<file path="src/rtl/assert_macros.svh">
// Assertion macros for the JSON string unescape unit.
// Used by the top level; expects clk and rst_n in scope at the point of use.
`ifndef ASSERT_MACROS_SVH
`define ASSERT_MACROS_SVH

// Property that must hold at every clock edge outside reset.
`define ASSERT_CLK(label, prop, msg) \
    label: assert property (@(posedge clk) disable iff (!rst_n) prop) \
        else $error(msg);

// Condition that must never be true at a clock edge outside reset.
`define ASSERT_NEVER(label, cond, msg) \
    label: assert property (@(posedge clk) disable iff (!rst_n) !(cond)) \
        else $error(msg);

`endif

</file>
<file path="src/rtl/jsu_pkg.sv">
// Package for the JSON string unescape unit: types, character codes,
// error codes and UTF-8 / hex helper functions. No dependencies.
`default_nettype none

package jsu_pkg;

    // Result queue sizing; one item yields at most MAX_RES results.
    localparam int MAX_RES = 4;
    localparam int Q_DEPTH = 8;
    localparam int Q_AW    = $clog2(Q_DEPTH);
    localparam int Q_CW    = $clog2(Q_DEPTH + 1);

    // Error codes.
    localparam logic [1:0] ERR_NONE    = 2'd0;
    localparam logic [1:0] ERR_ESCAPE  = 2'd1;
    localparam logic [1:0] ERR_HEX     = 2'd2;
    localparam logic [1:0] ERR_EOD     = 2'd3;

    // Character codes.
    localparam logic [7:0] CH_QUOTE = 8'h22;
    localparam logic [7:0] CH_BSL   = 8'h5C;
    localparam logic [7:0] CH_SLASH = 8'h2F;
    localparam logic [7:0] CH_LN    = 8'h6E;
    localparam logic [7:0] CH_LR    = 8'h72;
    localparam logic [7:0] CH_LT    = 8'h74;
    localparam logic [7:0] CH_LB    = 8'h62;
    localparam logic [7:0] CH_LF    = 8'h66;
    localparam logic [7:0] CH_LU    = 8'h75;
    localparam logic [7:0] CH_0     = 8'h30;
    localparam logic [7:0] CH_9     = 8'h39;
    localparam logic [7:0] CH_UA    = 8'h41;
    localparam logic [7:0] CH_UF    = 8'h46;
    localparam logic [7:0] CH_LA    = 8'h61;
    localparam logic [7:0] CH_NL    = 8'h0A;
    localparam logic [7:0] CH_CR    = 8'h0D;
    localparam logic [7:0] CH_TAB   = 8'h09;
    localparam logic [7:0] CH_BS    = 8'h08;
    localparam logic [7:0] CH_FF    = 8'h0C;

    // Surrogate ranges.
    localparam logic [15:0] HI_SUR_MIN = 16'hD800;
    localparam logic [15:0] HI_SUR_MAX = 16'hDBFF;
    localparam logic [15:0] LO_SUR_MIN = 16'hDC00;
    localparam logic [15:0] LO_SUR_MAX = 16'hDFFF;
    localparam logic [20:0] SUPP_BASE  = 21'h10000;

    // UTF-8 lead and continuation marks.
    localparam logic [7:0] U8_LEAD2 = 8'hC0;
    localparam logic [7:0] U8_LEAD3 = 8'hE0;
    localparam logic [7:0] U8_LEAD4 = 8'hF0;
    localparam logic [7:0] U8_CONT  = 8'h80;

    typedef enum logic [2:0] {
        MODE_PLAIN = 3'b001,
        MODE_ESC   = 3'b010,
        MODE_HEX   = 3'b100
    } mode_t;

    typedef struct packed {
        mode_t       mode;
        logic [1:0]  hex_cnt;
        logic [15:0] acc;
        logic [15:0] held;
        logic        held_v;
    } state_t;

    localparam state_t ST_RESET = '{
        mode:    MODE_PLAIN,
        hex_cnt: 2'd0,
        acc:     16'd0,
        held:    16'd0,
        held_v:  1'b0
    };

    typedef struct packed {
        logic [7:0] out_byte;
        logic       byte_valid;
        logic       string_done;
        logic [1:0] error_code;
        logic       last_of_run;
    } res_t;

    localparam res_t RES_ZERO = '0;

    // Results of one item, entry 0 first.
    typedef struct packed {
        logic [2:0]             cnt;
        res_t [MAX_RES-1:0]     ent;
    } grp_t;

    typedef struct packed {
        logic [2:0]       n;
        logic [3:0][7:0]  b;
    } utf8_t;

    typedef struct packed {
        logic       ok;
        logic [3:0] val;
    } hex_t;

    typedef struct packed {
        logic       ok;
        logic [7:0] ch;
    } esc_t;

    function automatic hex_t hex_value(logic [7:0] c);
        hex_t r;
        r = '0;
        case (c) inside
            [CH_0:CH_9]:   begin r.ok = 1'b1; r.val = 4'(c - CH_0); end
            [CH_UA:CH_UF]: begin r.ok = 1'b1; r.val = 4'(c - CH_UA + 8'd10); end
            [CH_LA:CH_LF]: begin r.ok = 1'b1; r.val = 4'(c - CH_LA + 8'd10); end
            default:       r = '0;
        endcase
        return r;
    endfunction

    function automatic esc_t esc_char(logic [7:0] c);
        esc_t r;
        r = '{ok: 1'b1, ch: c};
        case (c) inside
            CH_QUOTE, CH_BSL, CH_SLASH: r.ch = c;
            CH_LN:   r.ch = CH_NL;
            CH_LR:   r.ch = CH_CR;
            CH_LT:   r.ch = CH_TAB;
            CH_LB:   r.ch = CH_BS;
            CH_LF:   r.ch = CH_FF;
            default: r = '0;
        endcase
        return r;
    endfunction

    // UTF-8 of a 16-bit code: one to three bytes.
    function automatic utf8_t utf8_enc16(logic [15:0] c);
        utf8_t r;
        r = '0;
        if (c < 16'h0080) begin
            r.n    = 3'd1;
            r.b[0] = c[7:0];
        end
        else if (c < 16'h0800) begin
            r.n    = 3'd2;
            r.b[0] = U8_LEAD2 | {3'b000, c[10:6]};
            r.b[1] = U8_CONT  | {2'b00, c[5:0]};
        end
        else begin
            r.n    = 3'd3;
            r.b[0] = U8_LEAD3 | {4'b0000, c[15:12]};
            r.b[1] = U8_CONT  | {2'b00, c[11:6]};
            r.b[2] = U8_CONT  | {2'b00, c[5:0]};
        end
        return r;
    endfunction

    // UTF-8 of a supplementary code point: always four bytes.
    function automatic utf8_t utf8_enc21(logic [20:0] cp);
        utf8_t r;
        r.n    = 3'd4;
        r.b[0] = U8_LEAD4 | {5'b00000, cp[20:18]};
        r.b[1] = U8_CONT  | {2'b00, cp[17:12]};
        r.b[2] = U8_CONT  | {2'b00, cp[11:6]};
        r.b[3] = U8_CONT  | {2'b00, cp[5:0]};
        return r;
    endfunction

endpackage

`default_nettype wire

</file>
<file path="src/rtl/json_string_unescape_utf8_unit.sv">
// JSON string unescape unit with UTF-8 output, top level.
// Depends on jsu_pkg, jsu_step, jsu_res_queue and assert_macros.svh.
//
// Usage:
//   Feed the bytes of a JSON string body (after the opening quote) on the
//   input channel (in_valid/in_ready, in_byte, end_of_data), one byte per
//   transfer. Results leave on the output channel (out_valid/out_ready) with
//   out_byte, byte_valid, string_done, error_code and last_of_run; every byte
//   that causes results marks its final one with last_of_run.
//   A byte's results enter the result queue when it transfers and leave in order.
//   Throughput: one byte per cycle while each byte yields at most one result and
//   the receiver takes results; a byte that yields more (up to four, e.g. a UTF-8
//   sequence after a \uXXXX escape) occupies the output until all have left;
//   the limit is the single output port draining an eight-entry result queue;
//   the input is accepted whenever at least four queue entries are free, so
//   input keeps flowing while results wait.
//   Receiver stall: results stay in the queue; once fewer than four entries
//   are free, in_ready drops until the receiver takes results.
//   Reset: the queue empties and the parser returns to plain text mode with
//   no held code; after an error or a closing quote it returns there too.
`default_nettype none

module json_string_unescape_utf8_unit (
    input  wire logic       clk,
    input  wire logic       rst_n,
    input  wire logic       in_valid,
    output logic            in_ready,
    input  wire logic [7:0] in_byte,
    input  wire logic       end_of_data,
    output logic            out_valid,
    input  wire logic       out_ready,
    output logic [7:0]      out_byte,
    output logic            byte_valid,
    output logic            string_done,
    output logic [1:0]      error_code,
    output logic            last_of_run
);

`include "assert_macros.svh"

    jsu_pkg::state_t st_reg;
    jsu_pkg::state_t st_next;
    jsu_pkg::grp_t   grp;
    jsu_pkg::res_t   head;
    logic            in_xfer;

    assign in_xfer = in_valid && in_ready;

    // Parse step: state plus incoming byte give next state and the result group.
    jsu_step u_step (
        .st          (st_reg),
        .in_byte     (in_byte),
        .end_of_data (end_of_data),
        .st_next     (st_next),
        .grp         (grp)
    );

    // Advance parser state only on an input transfer.
    always_ff @(posedge clk or negedge rst_n)
    begin
        if (!rst_n)
        begin
            st_reg <= jsu_pkg::ST_RESET;
        end
        else if (in_xfer)
        begin
            st_reg <= st_next;
        end
    end

    // Queue the group; an item with no result pushes nothing.
    jsu_res_queue u_queue (
        .clk        (clk),
        .rst_n      (rst_n),
        .push       (in_xfer),
        .grp        (grp),
        .space      (in_ready),
        .head_valid (out_valid),
        .head_ready (out_ready),
        .head       (head)
    );

    assign out_byte    = head.out_byte;
    assign byte_valid  = head.byte_valid;
    assign string_done = head.string_done;
    assign error_code  = head.error_code;
    assign last_of_run = head.last_of_run;

    // An error result carries no byte and closes its run.
    `ASSERT_CLK(a_err_alone,
        (out_valid && error_code != jsu_pkg::ERR_NONE) |->
            (!byte_valid && !string_done && last_of_run && out_byte == 8'd0),
        "error result carries data or is not last")

    // The closing quote result is the last of its run and carries no byte.
    `ASSERT_NEVER(a_done_byte,
        out_valid && string_done && (byte_valid || !last_of_run),
        "string_done result malformed")

    // A closing quote in plain mode leaves nothing held.
    `ASSERT_CLK(a_quote_clears,
        (in_xfer && !end_of_data && st_reg.mode == jsu_pkg::MODE_PLAIN
            && in_byte == jsu_pkg::CH_QUOTE) |=>
            (st_reg == jsu_pkg::ST_RESET),
        "parser state not cleared after closing quote")

    // End of data returns the parser to its reset state.
    `ASSERT_CLK(a_eod_clears,
        (in_xfer && end_of_data) |=> (st_reg == jsu_pkg::ST_RESET),
        "parser state not cleared after end of data")

endmodule

`default_nettype wire

</file>
<file path="src/rtl/jsu_step.sv">
// Next-state and result logic for one input byte of the unescape unit.
// Depends on jsu_pkg.
`default_nettype none

module jsu_step (
    input  var jsu_pkg::state_t st,
    input  wire logic [7:0]     in_byte,
    input  wire logic           end_of_data,
    output jsu_pkg::state_t     st_next,
    output jsu_pkg::grp_t       grp
);

    jsu_pkg::hex_t      hv;
    jsu_pkg::esc_t      ev;
    jsu_pkg::utf8_t     held_enc;
    jsu_pkg::utf8_t     pair_enc;
    logic [15:0]        acc_new;
    logic [20:0]        cp;
    logic               pair;
    logic [2:0]         flush_n;
    logic [2:0]         prefix_n;
    logic [3:0][7:0]    prefix_b;
    logic               extra_v;
    jsu_pkg::res_t      extra;
    logic [2:0]         grp_cnt;

    assign hv       = jsu_pkg::hex_value(in_byte);
    assign ev       = jsu_pkg::esc_char(in_byte);
    assign acc_new  = {st.acc[11:0], hv.val};
    assign held_enc = jsu_pkg::utf8_enc16(st.held);
    assign cp       = jsu_pkg::SUPP_BASE + {1'b0, st.held[9:0], acc_new[9:0]};
    assign pair_enc = jsu_pkg::utf8_enc21(cp);
    assign flush_n  = st.held_v ? held_enc.n : 3'd0;
    assign pair     = st.held_v
                      && st.held >= jsu_pkg::HI_SUR_MIN && st.held <= jsu_pkg::HI_SUR_MAX
                      && acc_new >= jsu_pkg::LO_SUR_MIN && acc_new <= jsu_pkg::LO_SUR_MAX;

    always_comb
    begin
        st_next  = st;
        prefix_n = 3'd0;
        prefix_b = held_enc.b;
        extra_v  = 1'b0;
        extra    = jsu_pkg::RES_ZERO;
        if (end_of_data)
        begin
            st_next          = jsu_pkg::ST_RESET;
            extra_v          = 1'b1;
            extra.error_code = jsu_pkg::ERR_EOD;
        end
        else
        begin
            case (st.mode)
                jsu_pkg::MODE_ESC:
                begin
                    if (in_byte == jsu_pkg::CH_LU)
                    begin
                        st_next.mode    = jsu_pkg::MODE_HEX;
                        st_next.hex_cnt = 2'd0;
                        st_next.acc     = 16'd0;
                    end
                    else if (ev.ok)
                    begin
                        prefix_n         = flush_n;
                        st_next.held_v   = 1'b0;
                        st_next.held     = 16'd0;
                        extra_v          = 1'b1;
                        extra.out_byte   = ev.ch;
                        extra.byte_valid = 1'b1;
                        st_next.mode     = jsu_pkg::MODE_PLAIN;
                    end
                    else
                    begin
                        st_next          = jsu_pkg::ST_RESET;
                        extra_v          = 1'b1;
                        extra.error_code = jsu_pkg::ERR_ESCAPE;
                    end
                end
                jsu_pkg::MODE_HEX:
                begin
                    if (!hv.ok)
                    begin
                        st_next          = jsu_pkg::ST_RESET;
                        extra_v          = 1'b1;
                        extra.error_code = jsu_pkg::ERR_HEX;
                    end
                    else if (st.hex_cnt == 2'd3)
                    begin
                        // Fourth digit: merge a surrogate pair or flush and hold.
                        if (pair)
                        begin
                            prefix_n       = pair_enc.n;
                            prefix_b       = pair_enc.b;
                            st_next.held_v = 1'b0;
                            st_next.held   = 16'd0;
                        end
                        else
                        begin
                            prefix_n       = flush_n;
                            st_next.held   = acc_new;
                            st_next.held_v = 1'b1;
                        end
                        st_next.mode    = jsu_pkg::MODE_PLAIN;
                        st_next.hex_cnt = 2'd0;
                        st_next.acc     = 16'd0;
                    end
                    else
                    begin
                        st_next.hex_cnt = st.hex_cnt + 2'd1;
                        st_next.acc     = acc_new;
                    end
                end
                jsu_pkg::MODE_PLAIN:
                begin
                    if (in_byte == jsu_pkg::CH_BSL)
                    begin
                        st_next.mode = jsu_pkg::MODE_ESC;
                    end
                    else
                    begin
                        prefix_n       = flush_n;
                        st_next.held_v = 1'b0;
                        st_next.held   = 16'd0;
                        extra_v        = 1'b1;
                        if (in_byte == jsu_pkg::CH_QUOTE)
                        begin
                            extra.string_done = 1'b1;
                            st_next           = jsu_pkg::ST_RESET;
                        end
                        else
                        begin
                            extra.out_byte   = in_byte;
                            extra.byte_valid = 1'b1;
                        end
                    end
                end
                default:
                begin
                    st_next = jsu_pkg::ST_RESET;
                end
            endcase
        end
    end

    // Pack prefix bytes then the trailing result; mark the final one.
    assign grp_cnt = prefix_n + {2'b00, extra_v};

    always_comb
    begin
        grp.cnt = grp_cnt;
        for (int i = 0; i < jsu_pkg::MAX_RES; i++)
        begin
            grp.ent[i] = jsu_pkg::RES_ZERO;
            if (3'(i) < prefix_n)
            begin
                grp.ent[i].out_byte   = prefix_b[i];
                grp.ent[i].byte_valid = 1'b1;
            end
            else if (3'(i) == prefix_n && extra_v)
            begin
                grp.ent[i] = extra;
            end
            if (grp_cnt != 3'd0 && 3'(i) == grp_cnt - 3'd1)
            begin
                grp.ent[i].last_of_run = 1'b1;
            end
        end
    end

endmodule

`default_nettype wire

</file>
<file path="src/rtl/jsu_res_queue.sv">
// Result queue: takes up to four results per cycle, hands out one per transfer.
// Depends on jsu_pkg.
`default_nettype none

module jsu_res_queue (
    input  wire logic           clk,
    input  wire logic           rst_n,
    input  wire logic           push,
    input  var jsu_pkg::grp_t   grp,
    output logic                space,
    output logic                head_valid,
    input  wire logic           head_ready,
    output jsu_pkg::res_t       head
);

    jsu_pkg::res_t                  q_mem [jsu_pkg::Q_DEPTH];
    logic [jsu_pkg::Q_AW-1:0]       wr_reg;
    logic [jsu_pkg::Q_AW-1:0]       wr_next;
    logic [jsu_pkg::Q_AW-1:0]       rd_reg;
    logic [jsu_pkg::Q_AW-1:0]       rd_next;
    logic [jsu_pkg::Q_CW-1:0]       cnt_reg;
    logic [jsu_pkg::Q_CW-1:0]       cnt_next;
    logic [jsu_pkg::Q_CW-1:0]       push_n;
    logic                           pop;

    assign push_n     = push ? jsu_pkg::Q_CW'(grp.cnt) : '0;
    assign head_valid = (cnt_reg != '0);
    assign pop        = head_valid && head_ready;
    assign head       = q_mem[rd_reg];
    // Room for a worst-case item, judged on the registered count only.
    assign space      = (cnt_reg <= jsu_pkg::Q_CW'(jsu_pkg::Q_DEPTH - jsu_pkg::MAX_RES));

    assign wr_next  = wr_reg + jsu_pkg::Q_AW'(push_n);
    assign rd_next  = rd_reg + jsu_pkg::Q_AW'(pop);
    assign cnt_next = cnt_reg + push_n - jsu_pkg::Q_CW'(pop);

    always_ff @(posedge clk or negedge rst_n)
    begin
        if (!rst_n)
        begin
            wr_reg  <= '0;
            rd_reg  <= '0;
            cnt_reg <= '0;
        end
        else
        begin
            wr_reg  <= wr_next;
            rd_reg  <= rd_next;
            cnt_reg <= cnt_next;
        end
    end

    always_ff @(posedge clk)
    begin
        for (int k = 0; k < jsu_pkg::MAX_RES; k++)
        begin
            if (push && 3'(k) < grp.cnt)
            begin
                q_mem[wr_reg + jsu_pkg::Q_AW'(k)] <= grp.ent[k];
            end
        end
    end

endmodule

`default_nettype wire

</file>
<file path="config.mk">
export PLATFORM = sky130hd
export DESIGN_NAME = json_string_unescape_utf8_unit
export DESIGN_NICKNAME = d
export VERILOG_FILES = /design/src/rtl/jsu_pkg.sv /design/src/rtl/json_string_unescape_utf8_unit.sv /design/src/rtl/jsu_step.sv /design/src/rtl/jsu_res_queue.sv
export VERILOG_INCLUDE_DIRS = /design/src /design/src/rtl
export SDC_FILE = /design/constraint.sdc
export NUM_CORES = 1
export LEC_CHECK = 0
export ABC_AREA = 1
export BUFFER_PORTS_ARGS = -buffer_cell sky130_fd_sc_hd__clkbuf_2
export CORE_UTILIZATION = 41
export DETAILED_ROUTE_END_ITERATION = 10
export GPL_TIMING_DRIVEN = 0
export PLACE_DENSITY = 0.57
export SKIP_CTS_REPAIR_TIMING = 1
export SYNTH_ARGS = -nofsm -noshare
export SYNTH_HDL_FRONTEND = slang
export SYNTH_SLANG_ARGS = --single-unit
</file>
<file path="constraint.sdc">
create_clock -name clk -period 10.6 [get_ports clk]
set_input_delay 0.53 -clock clk [delete_from_list [all_inputs] [get_ports clk]]
set_output_delay 0.53 -clock clk [all_outputs]
set_load 0.005 [all_outputs]
</file>
==> flow_summary_export.csv <==
group,metric,value,unit
route,firstDrtPassIters,7,
cts,clock_tree.buffer_depth,2,
sta,period_minus_slack,4750,ps
synthesis,synth_cell_type_count,46,
setup_path,r2r_setup_slack,5960,ps
route,post_drt_via_cell_ratio,6.06,
synthesis,synthesis.nets,1611,
setup_path,worst_ep_arrival_time,4710,ps
sta,final.period_utilization,44.8,%
cts,cts_inserted_buffers,17,
setup_path,cp-end-kind,"flip-flop",
setup_path,timing.reg2reg.worst_path_depth,16,
global_route,global_route_wire_length_before_repair,70700,um
global_route,grt_pass1_vias,11100,
cts,clock_insertion_delay_worst_skew,450,ps
synthesis,netlist.area_leader.share,28.1,%
sta,hold_ws,288,ps
floorplanning,die_area,0.0277,mm^2
sta,timing.setup.tns,0,ps
sta,achievable-frequency,0.211,GHz
finish,area_growth,10.1,%
hold_path,hold_crit_class,"in -> async",
pwr,power_per_cell_area,190,mW/mm^2
setup_path,timing_worst_setup_path_type,"in -> reg",
cts,cts_num_sinks,148,
synthesis,number_of_enable_flip_flop_cells_after_synthesis,104,
run_status,outcome,"finished clean",
global_route,track_usage,34.9,%
cts,clk_pin_slew,80,ps
synthesis,netlist_top_cells_area,"edfxtp_1 28%, nand2_1 11%, nand3_1 10%",
setup_path,critPathLaunchType,"input port",
finish,final_core_utilization,46.5,%
cts,cts_tree,"built",
finish,finalNonFillerCells,1972,
synthesis,synthArstFlopShare,29.7,%
sta,grt_setup_unrepaired,"no",
route,drc,0,
synthesis,post_synth_instance_area,0.0111,mm^2
pwr,total_switching_power,1.03,mW
synthesis,synthCells,1576,
finish,max_ffs_per_register,104,
global_route,overflow,0,
placement,io_buffers,27,
cts,ctsHtreeMaxLevel,4,
placement,placed_cells,1940,
route,routed_wirelength,48000,um
sta,slew_headroom,24.4,%
sta,worst_pin_slew,1130,ps
finish,layout_cells_sized_above_1,10.7,%
finish,n_antenna_cell,0,
pwr,totalPowerFinal,2.32,mW
synthesis,dominantRegCellSynth,"edfxtp_1",
route,routed_wire_length_per_instance,24.4,um
finish,final_cell_area,0.0122,mm^2
pwr,netSwitchingFraction,44.6,%
synthesis,synth.largest_area_cell,"edfxtp_1",
pwr,p_int,1.28,mW
setup_path,timing.rr.end,"u_queue.q_mem[2][3]$_DFFE_PP_",
placement,gp_congestion,1.03,
floorplanning,initial_utilization,42.2,%
floorplanning,placeableCoreArea,0.0263,mm^2
synthesis,synth_seq_cells,148,
pwr,max-vdd-ir-drop,0.0838,mV
floorplanning,floorplan.io_pins,28,
cts,cts_root_buffer,"clkbuf_16",
setup_path,crit_fanout,13,
floorplanning,die_w,167,um
sta,finalClockSkew,18.6,ps
sta,final_critical_path_setup_slack,5850,ps
synthesis,yosys_warn_count,0,
global_route,grt_max_degree,45,
synthesis,syn_avg_cell_area,7.04,um^2
pwr,share_comb_of_total_power,43.3,%
sta,setup_viol_count_final,0,
run,drv_cap,0,
finish,num-nets-final,1659,
sta,finalHoldViolCount,0,
pwr,leakage,5.34,nW
placement,dp.final_hpwl,36000,um
placement,place_ws,5470,ps
route,initialDrtViolationCount,1951,
setup_path,critical_path.reg2reg.startpoint,"st_reg[14]$_DFFE_PN0P_",
floorplanning,row_count,59,
pwr,share_of_power_burned_in_registers,31.2,%
global_route,number_of_antenna_violations_at_the_first_check_in_global_routing,1,
route,ant_nets,0,
setup_path,required,10560,ps
floorplanning,chipHeight,167,um
sta,slew_violations,0,
route,vias,12000,
placement,detailed_place.area,0.0117,mm^2
synthesis,synth.yosys.seq_area_share,38.1,%
pwr,clock_power_share,25.5,%
cell usage in the layout (no fill, tap or decap), types with 6 or more instances in the layout:
cell,n
nand2_2,18
nand4_1,24
ha_1,20
o211ai_1,9
o22ai_1,35
nor3_1,22
nor4_1,8
nand2_1,311
buf_4,7
nand3_1,225
buf_2,33
clkbuf_2,27
edfxtp_1,104
o21ai_1,6
clkbuf_1,33
dfrtp_1,43
o31ai_1,11
nor2_2,8
nor2_1,213
o21ai_2,6
inv_2,20
clkbuf_16,17
a31oi_1,14
o21ai_0,88
inv_1,123
xor2_1,6
a21oi_1,141
synth_stat cells, types with 2 or more instances:
master,instances
a21oi_1,141
a21oi_2,2
a22oi_1,3
a31oi_1,14
buf_1,2
buf_2,33
buf_4,5
clkbuf_1,33
clkinv_1,4
dfrtp_1,43
edfxtp_1,104
fa_1,2
ha_1,20
inv_1,123
inv_2,20
nand2_1,311
nand2_2,18
nand2_4,3
nand3_1,225
nand3_2,5
nand3b_1,4
nand4_1,24
nor2_1,213
nor2_2,8
nor2_4,2
nor3_1,22
nor3_2,5
nor4_1,8
o211ai_1,9
o21ai_0,88
o21ai_1,6
o21ai_2,6
o221ai_1,2
o22ai_1,35
o31ai_1,11
or2_0,3
or2_2,2
xnor2_1,4
xor2_1,6
metal layers:
metal / GRT usage, % / vias to the layer above / share of wire, %
met4: 14.7 / 4 / 4.4
li1: - / 5508 / -
met2: 54.5 / 706 / 44
met1: 46.0 / 5595 / 41
met3: 8.46 / 147 / 11
met5: 1.22 / - / 0.14
critical path, stage by stage:
cell	delay [ps]
clkbuf_2	160
inv_1	110
ha_1	240
nand3_1	120
inv_1	80
nand2_2	130
inv_1	70
nor2_1	160
nand3_1	190
nand2_1	180
nand3_4	150
nand2_2	170
inv_1	100
ha_1	190
ha_1	330
inv_1	170
nand3_2	240
nand4_1	250
clkbuf_1	410
nand4_1	720
layout make-up:
cell class | count | area (um^2)
buffer | 73 | 334
clock buffer | 17 | 425
clock inverter | 15 | 123
fill | 2758 | 14100
inverter | 147 | 552
multi-input combinational | 1208 | 5990
sequential | 148 | 4230
tap | 335 | 419
timing repair buffer | 29 | 150
power groups by stage:
stage          sequential, mW  clock, mW  combinational, mW
6_report                0.723      0.590               1.00
5_1_grt                 0.729      0.620               1.09
4_1_cts                 0.724      0.592              0.979
3_5_place_dp            0.736          0              0.976
3_3_place_gp            0.735          0              0.969
2_1_floorplan           0.723          0              0.613
worst max-delay path by stage:
stage	start	end	slack (ps)
floorplan	in_byte[0]	u_queue.q_mem[6][0]$_DFFE_PP_	6690
global placement	in_byte[0]	u_queue.q_mem[2][7]$_DFFE_PP_	5510
detailed placement	in_byte[0]	u_queue.q_mem[2][5]$_DFFE_PP_	5470
CTS	in_byte[0]	u_queue.q_mem[2][9]$_DFFE_PP_	5920
global route	in_byte[0]	u_queue.q_mem[6][1]$_DFFE_PP_	5500
finish	in_byte[0]	u_queue.q_mem[2][3]$_DFFE_PP_	5850
logic make-up after synthesis:
logic type | Yosys count | share of synthesized area (%)
compound gates | 318 | 15.8
xor+xnor | 10 | 0.789
fa+ha+maj | 22 | 2.61
buf+inv | 220 | 7.98
flops | 148 | 38.1
simple gates | 858 | 34.8
Note: power is estimated with default switching activity, not from simulation.
